===== config.mk =====
export PLATFORM = sky130hd
export DESIGN_NAME = line_follow_pd_steer_speed_flat
export DESIGN_NICKNAME = d
export VERILOG_FILES = /design/src/rtl/lfps_pkg.sv /design/src/rtl/lfps_if.sv /design/src/rtl/line_follow_pd_steer_speed.sv /design/src/rtl/lfps_mul.sv /design/src/rtl/lfps_core.sv /design/src/flat_wrapper.sv
export SDC_FILE = /design/constraint.sdc
export NUM_CORES = 1
export LEC_CHECK = 0
export BUFFER_PORTS_ARGS = -buffer_cell sky130_fd_sc_hd__buf_2
export CORE_MARGIN = 5
export CORE_UTILIZATION = 60
export DETAILED_ROUTE_END_ITERATION = 12
export PLACE_DENSITY_LB_ADDON = 0.05
export SLEW_MARGIN = 40
export SYNTH_ARGS = -nofsm -noshare
export SYNTH_HDL_FRONTEND = slang
export SYNTH_SLANG_ARGS = --single-unit

===== constraint.sdc =====
create_clock -name clk -period 9.7 [get_ports clk]
set_input_delay 2.91 -clock clk [delete_from_list [all_inputs] [get_ports clk]]
set_output_delay 2.91 -clock clk [all_outputs]
set_load 0.02 [all_outputs]

===== src/rtl/lfps_pkg.sv =====
// lfps_pkg: types, constants and the sensor pattern table of the line follower
// PD steering and speed controller; used by every other file of the block
`default_nettype none

package lfps_pkg;

	// field widths
	localparam int PATTERN_W = 11;
	localparam int SERVO_W   = 8;
	localparam int DRIVE_W   = 7;
	localparam int ERR_W     = 5;
	localparam int LOST_W    = 15;
	localparam int STRAIGHT_W = 4;
	localparam int GAIN_W    = 7;
	localparam int DGAIN_W   = 8;
	localparam int CFG_IDX_W = 3;
	localparam int CFG_DATA_W = 8;

	// shared multiplier operand widths
	localparam int MUL_A_W = 15;
	localparam int MUL_B_W = 14;
	localparam int PROD_W  = MUL_A_W + MUL_B_W;

	// divide by ten as multiply by 3277 / 2^15, exact for magnitudes below 16384
	localparam logic [MUL_B_W-1:0] RECIP_TEN = 14'd3277;
	localparam int RECIP_SHIFT = 15;

	// control constants
	localparam logic signed [9:0] SERVO_CENTRE = 10'sd113;
	localparam logic signed [9:0] SERVO_MAX    = 10'sd158;
	localparam logic signed [9:0] SERVO_MIN    = 10'sd83;
	localparam logic [LOST_W-1:0] LOST_LIMIT   = 15'd75;
	localparam logic [LOST_W-1:0] LOST_SAT     = 15'd32767;
	localparam logic signed [8:0] STEER_LIMIT  = 9'sd35;
	localparam logic signed [8:0] STEER_NEAR   = 9'sd6;
	localparam logic signed [11:0] DRIVE_MAX   = 12'sd100;
	localparam logic [STRAIGHT_W-1:0] STRAIGHT_CAP    = 4'd10;
	localparam logic [STRAIGHT_W-1:0] STRAIGHT_NEEDED = 4'd8;
	localparam logic signed [5:0] JUMP_LIMIT   = 6'sd9;
	localparam logic [ERR_W-1:0] BIG_ERR       = 5'd3;
	localparam logic [7:0] BEND_CUT            = 8'd8;

	// configuration register indexes
	localparam logic [CFG_IDX_W-1:0] CFG_STRAIGHT_SPEED = 3'd0;
	localparam logic [CFG_IDX_W-1:0] CFG_CURVE_SPEED    = 3'd1;
	localparam logic [CFG_IDX_W-1:0] CFG_DIFF_GAIN      = 3'd2;
	localparam logic [CFG_IDX_W-1:0] CFG_STRAIGHT_KP    = 3'd3;
	localparam logic [CFG_IDX_W-1:0] CFG_STRAIGHT_KD    = 3'd4;
	localparam logic [CFG_IDX_W-1:0] CFG_CURVE_KP       = 3'd5;
	localparam logic [CFG_IDX_W-1:0] CFG_CURVE_KD       = 3'd6;

	// configuration reset values
	localparam logic [DRIVE_W-1:0] RST_STRAIGHT_SPEED = 7'd65;
	localparam logic [DRIVE_W-1:0] RST_CURVE_SPEED    = 7'd55;
	localparam logic [DGAIN_W-1:0] RST_DIFF_GAIN      = 8'd10;
	localparam logic [GAIN_W-1:0]  RST_STRAIGHT_KP    = 7'd25;
	localparam logic [GAIN_W-1:0]  RST_STRAIGHT_KD    = 7'd60;
	localparam logic [GAIN_W-1:0]  RST_CURVE_KP       = 7'd28;
	localparam logic [GAIN_W-1:0]  RST_CURVE_KD       = 7'd70;

	typedef struct packed {
		logic [DRIVE_W-1:0] straight_speed;
		logic [DRIVE_W-1:0] curve_speed;
		logic [DGAIN_W-1:0] differential_gain;
		logic [GAIN_W-1:0]  straight_kp;
		logic [GAIN_W-1:0]  straight_kd;
		logic [GAIN_W-1:0]  curve_kp;
		logic [GAIN_W-1:0]  curve_kd;
	} lfps_cfg_t;

	typedef struct packed {
		logic [SERVO_W-1:0] servo_width;
		logic [DRIVE_W-1:0] left_drive;
		logic [DRIVE_W-1:0] right_drive;
		logic               line_lost;
	} lfps_result_t;

	typedef struct packed {
		logic                    known;
		logic signed [ERR_W-1:0] err;
	} lfps_lookup_t;

	typedef enum logic [3:0] {
		ST_IDLE,
		ST_MUL_P,
		ST_MUL_D,
		ST_SUM,
		ST_DIV_PD,
		ST_STEER,
		ST_MUL_DIFF,
		ST_DIV_DIFF,
		ST_DRIVE
	} lfps_state_t;

	// sensor pattern to position error
	function automatic lfps_lookup_t lfps_lookup(input logic [PATTERN_W-1:0] pat);
		lfps_lookup_t r;
		r.known = 1'b1;
		r.err   = '0;
		case (pat)
			11'h400: r.err = -5'sd11;
			11'h600: r.err = -5'sd9;
			11'h200: r.err = -5'sd7;
			11'h300: r.err = -5'sd6;
			11'h100: r.err = -5'sd5;
			11'h180: r.err = -5'sd4;
			11'h080: r.err = -5'sd3;
			11'h0c0: r.err = -5'sd2;
			11'h040: r.err = -5'sd1;
			11'h060: r.err = 5'sd0;
			11'h020: r.err = 5'sd0;
			11'h030: r.err = 5'sd0;
			11'h010: r.err = 5'sd1;
			11'h018: r.err = 5'sd2;
			11'h008: r.err = 5'sd3;
			11'h00c: r.err = 5'sd4;
			11'h004: r.err = 5'sd5;
			11'h006: r.err = 5'sd6;
			11'h002: r.err = 5'sd7;
			11'h003: r.err = 5'sd9;
			11'h001: r.err = 5'sd11;
			default: r.known = 1'b0;
		endcase
		return r;
	endfunction

	// magnitude of a position error
	function automatic logic [ERR_W-1:0] lfps_abs_err(input logic signed [ERR_W-1:0] e);
		return e[ERR_W-1] ? ERR_W'(-e) : ERR_W'(e);
	endfunction

endpackage

`default_nettype wire


===== src/rtl/lfps_if.sv =====
// lfps_sensor_if and lfps_result_if: valid/ready channels of the controller
// depends on lfps_pkg for the field widths
`default_nettype none

interface lfps_sensor_if import lfps_pkg::*; ();
	logic                 valid;
	logic                 ready;
	logic [PATTERN_W-1:0] sensor_pattern;

	modport source (output valid, output sensor_pattern, input ready);
	modport sink (input valid, input sensor_pattern, output ready);
endinterface

interface lfps_result_if import lfps_pkg::*; ();
	logic               valid;
	logic               ready;
	logic [SERVO_W-1:0] servo_width;
	logic [DRIVE_W-1:0] left_drive;
	logic [DRIVE_W-1:0] right_drive;
	logic               line_lost;

	modport source (output valid, output servo_width, output left_drive,
		output right_drive, output line_lost, input ready);
	modport sink (input valid, input servo_width, input left_drive,
		input right_drive, input line_lost, output ready);
endinterface

`default_nettype wire


===== src/rtl/line_follow_pd_steer_speed.sv =====
// line_follow_pd_steer_speed: top level with configuration registers and channels
// depends on lfps_pkg, lfps_if, lfps_core (which uses lfps_mul)
//
// Usage:
// sensor channel carries one 11-bit line sensor pattern per control step.
// result channel returns one item per pattern: servo width, left and right
// drive, and the lost-line flag.
// Configuration is a plain write port (cfg_we, cfg_index, cfg_data); index 7 is
// ignored. Users must write it only while no item is in flight; not enforced.
// Sequence: an accepted item runs through the steps in order on a single shared
// multiplier (P term, D term, sum, divide by ten, steer, differential, divide by
// ten, drive). sensor.ready is high only in the idle state between items, so no
// new item is accepted before the last one has finished its drive step.
// A finished result sits in an output register; the next item is accepted
// while it waits. If the receiver stalls, the following step holds in its
// last state until the register frees, and sensor.ready stays low.
// Reset (arst_n low, asynchronous) restores the register defaults and clears
// the previous error, lost and straight counters and the result valid.
`default_nettype none

module line_follow_pd_steer_speed import lfps_pkg::*; (
	input  wire logic                  clk,
	input  wire logic                  arst_n,
	lfps_sensor_if.sink                sensor,
	lfps_result_if.source              result,
	input  wire logic                  cfg_we,
	input  wire logic [CFG_IDX_W-1:0]  cfg_index,
	input  wire logic [CFG_DATA_W-1:0] cfg_data
);

	lfps_cfg_t    cfg_q;
	lfps_result_t res;

	// configuration registers
	always_ff @(posedge clk or negedge arst_n) begin
		if (!arst_n) begin
			cfg_q.straight_speed    <= RST_STRAIGHT_SPEED;
			cfg_q.curve_speed       <= RST_CURVE_SPEED;
			cfg_q.differential_gain <= RST_DIFF_GAIN;
			cfg_q.straight_kp       <= RST_STRAIGHT_KP;
			cfg_q.straight_kd       <= RST_STRAIGHT_KD;
			cfg_q.curve_kp          <= RST_CURVE_KP;
			cfg_q.curve_kd          <= RST_CURVE_KD;
		end else if (cfg_we) begin
			case (cfg_index)
				CFG_STRAIGHT_SPEED: cfg_q.straight_speed    <= cfg_data[DRIVE_W-1:0];
				CFG_CURVE_SPEED:    cfg_q.curve_speed       <= cfg_data[DRIVE_W-1:0];
				CFG_DIFF_GAIN:      cfg_q.differential_gain <= cfg_data[DGAIN_W-1:0];
				CFG_STRAIGHT_KP:    cfg_q.straight_kp       <= cfg_data[GAIN_W-1:0];
				CFG_STRAIGHT_KD:    cfg_q.straight_kd       <= cfg_data[GAIN_W-1:0];
				CFG_CURVE_KP:       cfg_q.curve_kp          <= cfg_data[GAIN_W-1:0];
				CFG_CURVE_KD:       cfg_q.curve_kd          <= cfg_data[GAIN_W-1:0];
				default: ;
			endcase
		end
	end

	// control step engine
	lfps_core u_core (
		.clk            (clk),
		.arst_n         (arst_n),
		.sns_valid      (sensor.valid),
		.sns_ready      (sensor.ready),
		.sensor_pattern (sensor.sensor_pattern),
		.res_valid      (result.valid),
		.res_ready      (result.ready),
		.res            (res),
		.cfg            (cfg_q)
	);

	// result fields onto the channel
	assign result.servo_width = res.servo_width;
	assign result.left_drive  = res.left_drive;
	assign result.right_drive = res.right_drive;
	assign result.line_lost   = res.line_lost;

endmodule

`default_nettype wire


===== src/rtl/lfps_mul.sv =====
// lfps_mul: shared signed multiplier with a registered product
// depends on lfps_pkg for the operand widths
`default_nettype none

module lfps_mul import lfps_pkg::*; (
	input  wire logic                      clk,
	input  wire logic                      en,
	input  wire logic signed [MUL_A_W-1:0] op_a,
	input  wire logic signed [MUL_B_W-1:0] op_b,
	output logic signed [PROD_W-1:0]       product
);

	// one multiply per enabled cycle, product ready the cycle after issue and held otherwise
	always_ff @(posedge clk) begin
		if (en)
			product <= op_a * op_b;
	end

endmodule

`default_nettype wire


===== src/rtl/lfps_core.sv =====
// lfps_core: sequencer and datapath of one PD control step around the shared multiplier
// depends on lfps_pkg and lfps_mul
`default_nettype none

module lfps_core import lfps_pkg::*; (
	input  wire logic                 clk,
	input  wire logic                 arst_n,
	input  wire logic                 sns_valid,
	output logic                      sns_ready,
	input  wire logic [PATTERN_W-1:0] sensor_pattern,
	output logic                      res_valid,
	input  wire logic                 res_ready,
	output lfps_result_t              res,
	input  wire lfps_cfg_t            cfg
);

	lfps_state_t state_q, state_d;

	logic signed [ERR_W-1:0]  prev_q, e_q, d_q;
	logic [LOST_W-1:0]        lost_q;
	logic [STRAIGHT_W-1:0]    straight_q;
	logic [GAIN_W-1:0]        kp_q, kd_q;
	logic signed [13:0]       acc_q;
	logic                     neg_q;
	logic signed [6:0]        steer_q;
	logic signed [7:0]        base_q;
	logic [SERVO_W-1:0]       servo_q;
	logic                     res_valid_q;
	lfps_result_t             res_q;

	logic signed [MUL_A_W-1:0] op_a;
	logic signed [MUL_B_W-1:0] op_b;
	logic signed [PROD_W-1:0]  product;

	logic accept, out_free, load_res, mul_en;

	lfps_mul u_mul (
		.clk     (clk),
		.en      (mul_en),
		.op_a    (op_a),
		.op_b    (op_b),
		.product (product)
	);

	assign accept   = sns_valid && sns_ready;
	assign out_free = !res_valid_q || res_ready;

	// next state
	always_comb begin
		state_d = state_q;
		case (state_q)
			ST_IDLE:     if (sns_valid) state_d = ST_MUL_P;
			ST_MUL_P:    state_d = ST_MUL_D;
			ST_MUL_D:    state_d = ST_SUM;
			ST_SUM:      state_d = ST_DIV_PD;
			ST_DIV_PD:   state_d = ST_STEER;
			ST_STEER:    state_d = ST_MUL_DIFF;
			ST_MUL_DIFF: state_d = ST_DIV_DIFF;
			ST_DIV_DIFF: state_d = ST_DRIVE;
			ST_DRIVE:    if (out_free) state_d = ST_IDLE;
			default:     state_d = ST_IDLE;
		endcase
	end

	// magnitudes fed to the divide-by-ten multiply
	logic [13:0]        acc_mag;
	logic signed [14:0] diff_prod;
	logic [14:0]        diff_mag;

	assign acc_mag   = acc_q[13] ? 14'(-acc_q) : 14'(acc_q);
	assign diff_prod = product[14:0];
	assign diff_mag  = diff_prod[14] ? 15'(-diff_prod) : 15'(diff_prod);

	// sequencer outputs: handshake, multiplier operands, result load
	always_comb begin
		sns_ready = 1'b0;
		load_res  = 1'b0;
		mul_en    = 1'b1;
		op_a      = '0;
		op_b      = '0;
		case (state_q)
			ST_IDLE: sns_ready = 1'b1;
			ST_MUL_P: begin
				op_a = MUL_A_W'(e_q);
				op_b = {{(MUL_B_W-GAIN_W){1'b0}}, kp_q};
			end
			ST_MUL_D: begin
				op_a = MUL_A_W'(d_q);
				op_b = {{(MUL_B_W-GAIN_W){1'b0}}, kd_q};
			end
			ST_DIV_PD: begin
				op_a = {1'b0, acc_mag};
				op_b = RECIP_TEN;
			end
			ST_MUL_DIFF: begin
				op_a = MUL_A_W'(steer_q);
				op_b = {{(MUL_B_W-DGAIN_W){1'b0}}, cfg.differential_gain};
			end
			ST_DIV_DIFF: begin
				op_a = diff_mag;
				op_b = RECIP_TEN;
			end
			// quotient stays in the product register while the result side stalls
			ST_DRIVE: begin
				load_res = out_free;
				mul_en   = 1'b0;
			end
			default: ;
		endcase
	end

	// accept: pattern lookup, gain choice, jump rejection and lost counter update
	lfps_lookup_t            lk;
	logic signed [ERR_W-1:0] err0, err_sel;
	logic signed [5:0]       jump;
	logic                    reject, big;
	logic [LOST_W-1:0]       lost_d;

	always_comb begin
		lk      = lfps_lookup(sensor_pattern);
		err0    = lk.known ? lk.err : prev_q;
		big     = lfps_abs_err(err0) >= BIG_ERR;
		jump    = {err0[ERR_W-1], err0} - {prev_q[ERR_W-1], prev_q};
		reject  = (jump >= JUMP_LIMIT) || (jump <= -JUMP_LIMIT);
		err_sel = reject ? prev_q : err0;
		lost_d  = lost_q;
		if (lk.known)
			lost_d = lost_q >> 1;
		else if (sensor_pattern != '0 && lost_q != LOST_SAT)
			lost_d = lost_q + 1'b1;
	end

	// steer, servo width, straight count and base speed from the divided PD sum
	logic [7:0]        q1;
	logic signed [8:0] steer_full;
	logic signed [9:0] servo_full;
	logic [STRAIGHT_W-1:0] straight_d;
	logic signed [6:0] steer_c;
	logic signed [7:0] base_d;

	always_comb begin
		q1         = product[RECIP_SHIFT +: 8];
		steer_full = neg_q ? -$signed({1'b0, q1}) : $signed({1'b0, q1});
		servo_full = SERVO_CENTRE + 10'(steer_full);
		if (steer_full <= STEER_NEAR && steer_full >= -STEER_NEAR)
			straight_d = (straight_q < STRAIGHT_CAP) ? straight_q + 1'b1 : straight_q;
		else
			straight_d = '0;
		if (steer_full > STEER_LIMIT)
			steer_c = 7'(STEER_LIMIT);
		else if (steer_full < -STEER_LIMIT)
			steer_c = 7'(-STEER_LIMIT);
		else
			steer_c = 7'(steer_full);
		if (straight_d >= STRAIGHT_NEEDED)
			base_d = $signed({1'b0, cfg.straight_speed});
		else if (lfps_abs_err(e_q) < BIG_ERR)
			base_d = $signed({1'b0, cfg.curve_speed});
		else
			base_d = $signed({1'b0, cfg.curve_speed}) - $signed(BEND_CUT);
	end

	// drives from the divided differential product
	logic [9:0]         q2;
	logic signed [10:0] diff;
	logic signed [11:0] left_full, right_full;
	logic               lost;
	lfps_result_t       res_d;

	always_comb begin
		q2         = product[RECIP_SHIFT +: 10];
		diff       = neg_q ? -$signed({1'b0, q2}) : $signed({1'b0, q2});
		left_full  = 12'(base_q) + 12'(diff);
		right_full = 12'(base_q) - 12'(diff);
		lost       = lost_q >= LOST_LIMIT;
		res_d.servo_width = servo_q;
		res_d.line_lost   = lost;
		if (lost || left_full < 0)
			res_d.left_drive = '0;
		else if (left_full > DRIVE_MAX)
			res_d.left_drive = DRIVE_W'(DRIVE_MAX);
		else
			res_d.left_drive = DRIVE_W'(left_full);
		if (lost || right_full < 0)
			res_d.right_drive = '0;
		else if (right_full > DRIVE_MAX)
			res_d.right_drive = DRIVE_W'(DRIVE_MAX);
		else
			res_d.right_drive = DRIVE_W'(right_full);
	end

	// control state
	always_ff @(posedge clk or negedge arst_n) begin
		if (!arst_n) begin
			state_q     <= ST_IDLE;
			prev_q      <= '0;
			lost_q      <= '0;
			straight_q  <= '0;
			res_valid_q <= 1'b0;
		end else begin
			state_q <= state_d;
			if (accept) begin
				prev_q <= err_sel;
				lost_q <= lost_d;
			end
			if (state_q == ST_STEER)
				straight_q <= straight_d;
			if (load_res)
				res_valid_q <= 1'b1;
			else if (res_ready)
				res_valid_q <= 1'b0;
		end
	end

	// working registers of the step
	always_ff @(posedge clk) begin
		if (accept) begin
			e_q  <= err_sel;
			d_q  <= reject ? '0 : jump[ERR_W-1:0];
			kp_q <= big ? cfg.curve_kp : cfg.straight_kp;
			kd_q <= big ? cfg.curve_kd : cfg.straight_kd;
		end
		case (state_q)
			ST_MUL_D:    acc_q <= product[13:0];
			ST_SUM:      acc_q <= acc_q + product[13:0];
			ST_DIV_PD:   neg_q <= acc_q[13];
			ST_STEER: begin
				steer_q <= steer_c;
				base_q  <= base_d;
				if (servo_full > SERVO_MAX)
					servo_q <= SERVO_W'(SERVO_MAX);
				else if (servo_full < SERVO_MIN)
					servo_q <= SERVO_W'(SERVO_MIN);
				else
					servo_q <= SERVO_W'(servo_full);
			end
			ST_DIV_DIFF: neg_q <= diff_prod[14];
			default: ;
		endcase
		if (load_res)
			res_q <= res_d;
	end

	assign res_valid = res_valid_q;
	assign res       = res_q;

`ifndef SYNTHESIS
	// an accepted item starts the multiply sequence
	a_accept_starts: assert property (@(posedge clk) disable iff (!arst_n)
		accept |=> state_q == ST_MUL_P)
		else $error("accepted item did not start the sequence");

	// stored error stays inside the table range
	a_prev_range: assert property (@(posedge clk) disable iff (!arst_n)
		(prev_q <= 5'sd11) && (prev_q >= -5'sd11))
		else $error("previous error out of range");

	// straight counter saturates at its cap
	a_straight_cap: assert property (@(posedge clk) disable iff (!arst_n)
		straight_q <= STRAIGHT_CAP)
		else $error("straight counter above cap");

	// a lost line stops both motors
	a_lost_stop: assert property (@(posedge clk) disable iff (!arst_n)
		(res_valid_q && res_q.line_lost) |-> (res_q.left_drive == '0 && res_q.right_drive == '0))
		else $error("drives not stopped on lost line");

	// servo width stays inside its travel
	a_servo_range: assert property (@(posedge clk) disable iff (!arst_n)
		res_valid_q |-> (res_q.servo_width >= 8'd83 && res_q.servo_width <= 8'd158))
		else $error("servo width out of travel");
`endif

endmodule

`default_nettype wire

===== src/flat_wrapper.sv =====
// flat-port wrapper written by rule: the top's interface ports become plain ports
module line_follow_pd_steer_speed_flat import lfps_pkg::*;
  (clk, arst_n, cfg_we, cfg_index, cfg_data, sensor_valid, sensor_sensor_pattern, sensor_ready, result_valid, result_servo_width, result_left_drive, result_right_drive, result_line_lost, result_ready);
  lfps_sensor_if sensor_i ();
  lfps_result_if result_i ();
  input  wire logic clk;
  input  wire logic arst_n;
  input  wire logic cfg_we;
  input  wire logic [CFG_IDX_W-1:0] cfg_index;
  input  wire logic [CFG_DATA_W-1:0] cfg_data;
  input wire logic [$bits(sensor_i.valid)-1:0] sensor_valid;
  input wire logic [$bits(sensor_i.sensor_pattern)-1:0] sensor_sensor_pattern;
  output wire logic [$bits(sensor_i.ready)-1:0] sensor_ready;
  output wire logic [$bits(result_i.valid)-1:0] result_valid;
  output wire logic [$bits(result_i.servo_width)-1:0] result_servo_width;
  output wire logic [$bits(result_i.left_drive)-1:0] result_left_drive;
  output wire logic [$bits(result_i.right_drive)-1:0] result_right_drive;
  output wire logic [$bits(result_i.line_lost)-1:0] result_line_lost;
  input wire logic [$bits(result_i.ready)-1:0] result_ready;
  assign sensor_i.valid = sensor_valid;
  assign sensor_i.sensor_pattern = sensor_sensor_pattern;
  assign sensor_ready = sensor_i.ready;
  assign result_valid = result_i.valid;
  assign result_servo_width = result_i.servo_width;
  assign result_left_drive = result_i.left_drive;
  assign result_right_drive = result_i.right_drive;
  assign result_line_lost = result_i.line_lost;
  assign result_i.ready = result_ready;
  line_follow_pd_steer_speed u_core (.clk(clk), .arst_n(arst_n), .sensor(sensor_i), .result(result_i), .cfg_we(cfg_we), .cfg_index(cfg_index), .cfg_data(cfg_data));
endmodule

==> results.yml, run 1 <==
yosys:
  ys_types: 88
  synth-edff-count: 110
  synth.most_common_cell: "inv_1"
  synth_cells: 1738
  avgSynthCellArea_um2: 9.787
  syn_nets: 2013
  async_flop_share_pct: 41.80
  synth_common_cells: "inv_1 (249), nor2_1 (159), fa_1 (127)"
  yosys-top-cells-area: "edfxtp_1 (19%), fa_1 (15%), ha_1 (8.9%)"
  ys_seq_area_share_pct: 31.20
  yosysTopAreaCell: "edfxtp_1"
  yosys.area.top_type_share_pct: 19.42
  syn_area_mm2: 0.01701
  yosysWarnings: 0
  synth_ff_type: "edfxtp_1"
  synth-seq-cells: 189
place:
  post-dp-hpwl_um: 31220
  gp_congestion: 0.9452
  port_buffers: 51
  place_area_mm2: 0.01769
floorplanning:
  rows: 61
  core_area_mm2: 0.02786
  die_y_um: 178.4
  io_pins: 52
  die-width_um: 178.4
  die_area_mm2: 0.03182
  start_util_pct: 61.06
job:
  maxCapViolCount: 0
critical_path:
  start_kind: "register"
  r2r.worst_path.cells: 25
  r2r-end: "u_core.u_core.u_mul.product[23]"
  crit_arrival_ns: 7.99
  end_kind: "register"
  critPathLaunch: "u_core.u_core.state_q[1]"
  crit_type: "reg -> reg"
  endpoint: "u_core.u_core.u_mul.product[23]"
  worstReg2RegStart: "u_core.u_core.state_q[1]"
  crit_required_ns: 9.90
  r2r_slack_ns: 1.91
  crit_fanout: 15
  cpPeakStageDelay_ns: 0.64
  crit_slowest_cell: "nor2_1"
timing:
  hold_violations: 0
  maxSlewViolCount: 0
  worst_pin_slew_ns: 0.8851
  setup_viol: 0
  min_period_over_period_pct: 80.34
  final.setup.tns_ns: 0
  slew_headroom_pct: 40.57
  rsz0062_at_grt: "no"
  timing.fmax_ghz: 0.1283
  clock-skew-final_ns: 0.01099
  fin_crit_ns: 7.793
drt:
  wire_per_inst_um: 18.47
  first_pass_iters: 5
  route.detailed.drc: 0
  drt-total-wl_um: 40080
  via_per_inst: 5.911
  vias: 12830
  drtIter0Drc: 984
  ant_nets: 0
final_layout:
  fin_area_mm2: 0.01833
  n_antenna_cell: 0
  syn_to_final_growth_pct: 7.738
  fin_nets: 2054
  drive_gt1_share_pct: 15.23
global_routing:
  grt_pass1_vias: 12600
  grt.total_usage_pct: 26.03
  grt_overflow: 0
  grt_pass1_wl_um: 65650
  antenna_found_initial: 0
  grt_max_degree: 80
cts:
  cts_sinks: 189
  insertion_delay_ns: 0.45
  clockBufferDepth: 2
  clkTransAtPathRegs_ns: 0.08
  ctsRootBufferMaster: "clkbuf_16"
  cts_htree_levels: 4
  cts_resized: 0
  cts_tree: "built"
  cts_hold_buf: 0
  postCtsSetupBuffers: 0
  cts_buffers: 17
run_status:
  status: "finished clean"
worst_hold_path:
  hp-class: "reg -> reg"
## worst min-delay path by stage
stage                        startpoint  cells after the start                     to  slack [ns]
6_report       u_core.u_core.servo_q[6]                      0  u_core.u_core.res[21]        0.42
3_5_place_dp   u_core.u_core.servo_q[6]                      0  u_core.u_core.res[21]        0.40
3_3_place_gp   u_core.u_core.servo_q[2]                      0  u_core.u_core.res[17]        0.40
5_1_grt        u_core.u_core.servo_q[7]                      0  u_core.u_core.res[22]        0.43
2_1_floorplan  u_core.u_core.servo_q[0]                      0  u_core.u_core.res[15]        0.40
4_1_cts        u_core.u_core.servo_q[6]                      0  u_core.u_core.res[21]        0.42
## metrics by stage
stage	hold WS (ns)	util (%)	cells	setup WS [ns]
final	0.4200	65.78	2170	1.907
after floorplan	0.4003	-	1738	2.636
after detailed placement	0.4045	63.51	2138	1.964
after global placement	0.4008	63.41	2138	2.067
after global routing	0.4321	65.78	2170	1.424
after CTS	0.4218	65.76	2170	1.951
## critical path, delay by kind of cell (launching register included)
kind / cells / cell delay, ns
XOR/XNOR: 1 / 0.13
AO/OA/AOI/OAI: 8 / 1.76
buffers and inverters: 6 / 0.69
flip-flops: 1 / 0.57
AND/OR/NAND/NOR: 4 / 1.49
adder cells (fa/ha/maj): 6 / 2.88
## flip-flops by register name, indices dropped and copies added, names as in the netlist, 7 cells and up
name / cells
u_core.cfg_q: 50
u_core.u_core.acc_q: 14
u_core.u_core.base_q: 8
u_core.u_core.kd_q: 7
u_core.u_core.kp_q: 7
u_core.u_core.lost_q: 15
u_core.u_core.res: 23
u_core.u_core.servo_q: 8
u_core.u_core.steer_q: 7
u_core.u_core.u_mul.product: 25
## logic make-up (layout without fill, tap and decap cells)
kind of cell | Yosys count | in the layout | synth area share, %
and+or+nand+nor | 488 | 488 | 14.14
muxes | 86 | 86 | 5.862
DFF | 189 | 189 | 31.20
adders and majority gates | 248 | 248 | 23.85
buffers and inverters | 304 | 358 | 7.003
xor gates and xnor gates | 93 | 93 | 4.789
AOI/OAI and AO/OA | 330 | 330 | 13.15
## layout by cell type, fill, tap and decap left out, types with 11 or more instances in the layout
master,instances
buf_4,20
buf_2,50
a31oi_1,12
xor2_1,33
nor4_1,12
nand2b_1,29
clkbuf_16,18
xnor2_1,60
and3_1,12
nand2_1,99
dfstp_2,22
nor2b_1,11
or2_2,37
nor2_1,157
a21oi_1,91
nand3_1,31
a21o_1,22
edfxtp_1,110
mux2_2,69
fa_1,127
o31ai_1,13
o21a_1,11
o21ai_0,68
nor3_1,34
ha_1,121
o22ai_1,12
inv_1,248
dfrtp_1,57
## metal layers
layer	GRT usage [%]	wire length (um)	up-vias
li1	-	-	6059
met1	36.98	17840	6263
met2	42.72	19080	444
met3	4.091	2466	61
met4	5.469	694	0
met5	0	0	-
## layout make-up
| cell class | count | area, um^2 |
|---|---|---|
| flip-flops and latches | 189 | 5308 |
| fillers | 2259 | 9532 |
| inverters | 255 | 957.2 |
| well taps | 378 | 473.0 |
| clock inverters | 14 | 177.7 |
| clock buffers | 18 | 450.4 |
| repair buffers | 71 | 411.6 |
| multi-input cells | 1245 | 10550 |
Power of run 1 is not shown: default switching activity piles up to over one toggle a cycle in this logic, so the estimate is an artifact.
==> inputs of run 2 (changes only) <==
- ABC_AREA: not set -> 1
- CORE_UTILIZATION: 60 -> 58
- clock period: 9.7 -> 6.4 ns (I/O delays scaled with it)
==> run 2 against run 1 <==
- global-route usage is 0.62 points higher
- register-to-register slack got worse by 1.7 ns
- final area rose by 7.0%
- clock skew increased by 0.0037 ns
- flip-flop and latch count is the same
- maximum frequency is 26% higher
- via count grew 15%
- clock-buffer cell count rose by 1
- worst hold slack got worse by 0.00079 ns
- sequential share of layout area is 1.9 points lower
- critical path type unchanged
==> results.yml, run 2 <==
final_layout:
  largest_reg_flops: 50
  n_antenna_cell: 0
  fin_cells: 2741
  fillerInstances: 2642
  final_cell_mix: "nand2_1 (495), inv_1 (444), nor2_1 (182)"
  multi_input_area_mm2: 0.01047
  final_common_cell: "nand2_1"
  regMostFlops: "u_core.cfg_q"
  fin_area_mm2: 0.01961
  syn_to_final_growth_pct: 12.33
  fin_nets: 2613
  drive_gt1_share_pct: 13.65
  seqCellArea_mm2: 0.005308
global_routing:
  grt_overflow: 0
  antenna_found_initial: 0
  grt.total_usage_pct: 26.65
  grt_max_degree: 69
  grt_pass1_wl_um: 72010
  grt_pass1_vias: 14420
yosys:
  syn_nets: 2493
  yosysTopAreaCell: "edfxtp_1"
  synth_ff_type: "edfxtp_1"
  synth-edff-count: 110
  synth-seq-cells: 189
  syn_area_mm2: 0.01745
  async_flop_share_pct: 41.80
  synth.most_common_cell: "nand2_1"
  avgSynthCellArea_um2: 7.869
  yosys-top-cells-area: "edfxtp_1 (19%), fa_1 (15%), nand2_1 (11%)"
  synth_common_cells: "nand2_1 (498), inv_1 (448), nor2_1 (189)"
  ys_types: 57
  yosys.area.top_type_share_pct: 18.93
  ys_seq_area_share_pct: 30.41
  yosysWarnings: 0
  synth_cells: 2218
critical_path:
  crit_arrival_ns: 6.41
  crit_type: "reg -> reg"
  r2r_slack_ns: 0.20
  cpPeakStageDelay_ns: 0.57
  r2r-end: "u_core.u_core.u_mul.product[24]"
  end_kind: "register"
  start_kind: "register"
  path_buf_inv: 6
  crit_slowest_cell: "fa_1"
  worstReg2RegStart: "u_core.u_core.u_mul.product[0]"
  crit_family: "adder cells"
  crit_fanout: 10
  crit_required_ns: 6.61
  r2r.worst_path.cells: 27
cts:
  cts_tree: "built"
  clkTransAtPathRegs_ns: 0.08
  cts_sinks: 189
  ctsRootBufferMaster: "clkbuf_16"
  cts_hold_buf: 0
  insertion_delay_ns: 0.44
  clockBufferDepth: 2
  cts_htree_levels: 4
  cts_buffers: 17
drt:
  first_pass_iters: 6
  route.detailed.drc: 0
  drtIter0Drc: 1099
  ant_nets: 0
  vias: 14740
  via_per_inst: 5.378
  wire_per_inst_um: 16.11
  drt-total-wl_um: 44150
job:
  maxCapViolCount: 0
floorplanning:
  die_area_mm2: 0.03366
  die-width_um: 183.5
  die_y_um: 183.5
  start_util_pct: 58.89
  core_area_mm2: 0.02964
  io_pins: 52
  rows: 63
timing:
  maxSlewViolCount: 0
  clock-skew-final_ns: 0.01465
  setup_viol: 0
  fin_crit_ns: 6.196
  hold_violations: 0
  holdWs_ns: 0.4192
  worst_pin_slew_ns: 0.6364
  timing.fmax_ghz: 0.1614
  min_period_over_period_pct: 96.81
  slew_headroom_pct: 57.47
place:
  port_buffers: 51
  gp_congestion: 0.9385
  place_area_mm2: 0.01867
  post-dp-hpwl_um: 35880
  placedCellCount: 2699
worst_hold_path:
  whs_path_depth: 0
  hp-class: "reg -> reg"
  worstHoldStart: "u_core.u_core.servo_q[3]"
  hold-path-endpoint: "u_core.u_core.res[18]"
run_status:
  status: "finished clean"
## run 2: area by class of cell
type	instances	area share, %
clock buffers	19	2.368
clock inverters	13	0.5744
inverters	474	9.075
multi-input cells	1516	53.42
flip-flops and latches	189	27.07
well taps	390	2.489
repair buffers	140	4.997
## run 2: per-layer routing
| metal | GRT usage [%] | wire, um | vias up |
|---|---|---|---|
| li1 | - | - | 7244 |
| met5 | 0 | 0 | - |
| met2 | 44.70 | 21290 | 391 |
| met3 | 3.700 | 2402 | 69 |
| met1 | 36.68 | 19480 | 7037 |
| met4 | 7.181 | 971 | 0 |
## run 2: worst register-to-register path: cells and delay by family (launching register included)
kind | cells | cell delay, ns
compound gates | 4 | 0.73
fa+ha+maj | 7 | 3.08
buf+inv | 6 | 0.59
flops | 1 | 0.44
simple gates | 10 | 1.14
## run 2: how the worst max path moves through the flow
stage | from | end | slack (ns) | cells past startpoint
final | u_core.u_core.u_mul.product[0] | u_core.u_core.u_mul.product[24] | 0.20 | 27
after global routing | u_core.u_core.u_mul.product[0] | u_core.u_core.u_mul.product[24] | -0.10 | 29
after CTS | u_core.u_core.acc_q[0] | u_core.u_core.u_mul.product[21] | 0.002 | 33
after detailed placement | u_core.u_core.acc_q[0] | u_core.u_core.u_mul.product[21] | -0.05 | 33
after global placement | u_core.u_core.acc_q[0] | u_core.u_core.u_mul.product[22] | 0.05 | 32
after floorplan | u_core.u_core.u_mul.product[1] | u_core.u_core.u_mul.product[24] | 0.09 | 31
## run 2: cells by family after synthesis
| group | after synthesis | share of synthesized area [%] |
|---|---|---|
| AND/OR/NAND/NOR | 895 | 21.84 |
| buffers and inverters | 513 | 11.26 |
| AO/OA/AOI/OAI | 315 | 10.17 |
| adder cells (fa/ha/maj) | 248 | 23.24 |
| flip-flops | 189 | 30.41 |
| XOR/XNOR | 56 | 2.939 |
| multiplexers | 2 | 0.1290 |
## run 2: metrics by stage
step	util, %	worst slack, ns	setup TNS [ns]
floorplan	-	0.09069	0
global placement	62.93	0.04869	0
detailed placement	62.98	-0.05235	-0.06561
CTS	64.94	0.002448	0
global route	66.15	-0.1029	-0.1779
finish	66.15	0.2039	0
## run 2: what timing repair did
action / 4_1_cts / 5_1_grt
gates resized for setup: 2 / 60
pin swaps: 0 / 24
buffers inserted: 0 / 10
setup endpoints to repair: 4 / 13
hold endpoints to repair: 0 / 0
Power of run 2 is left out for the same reason.
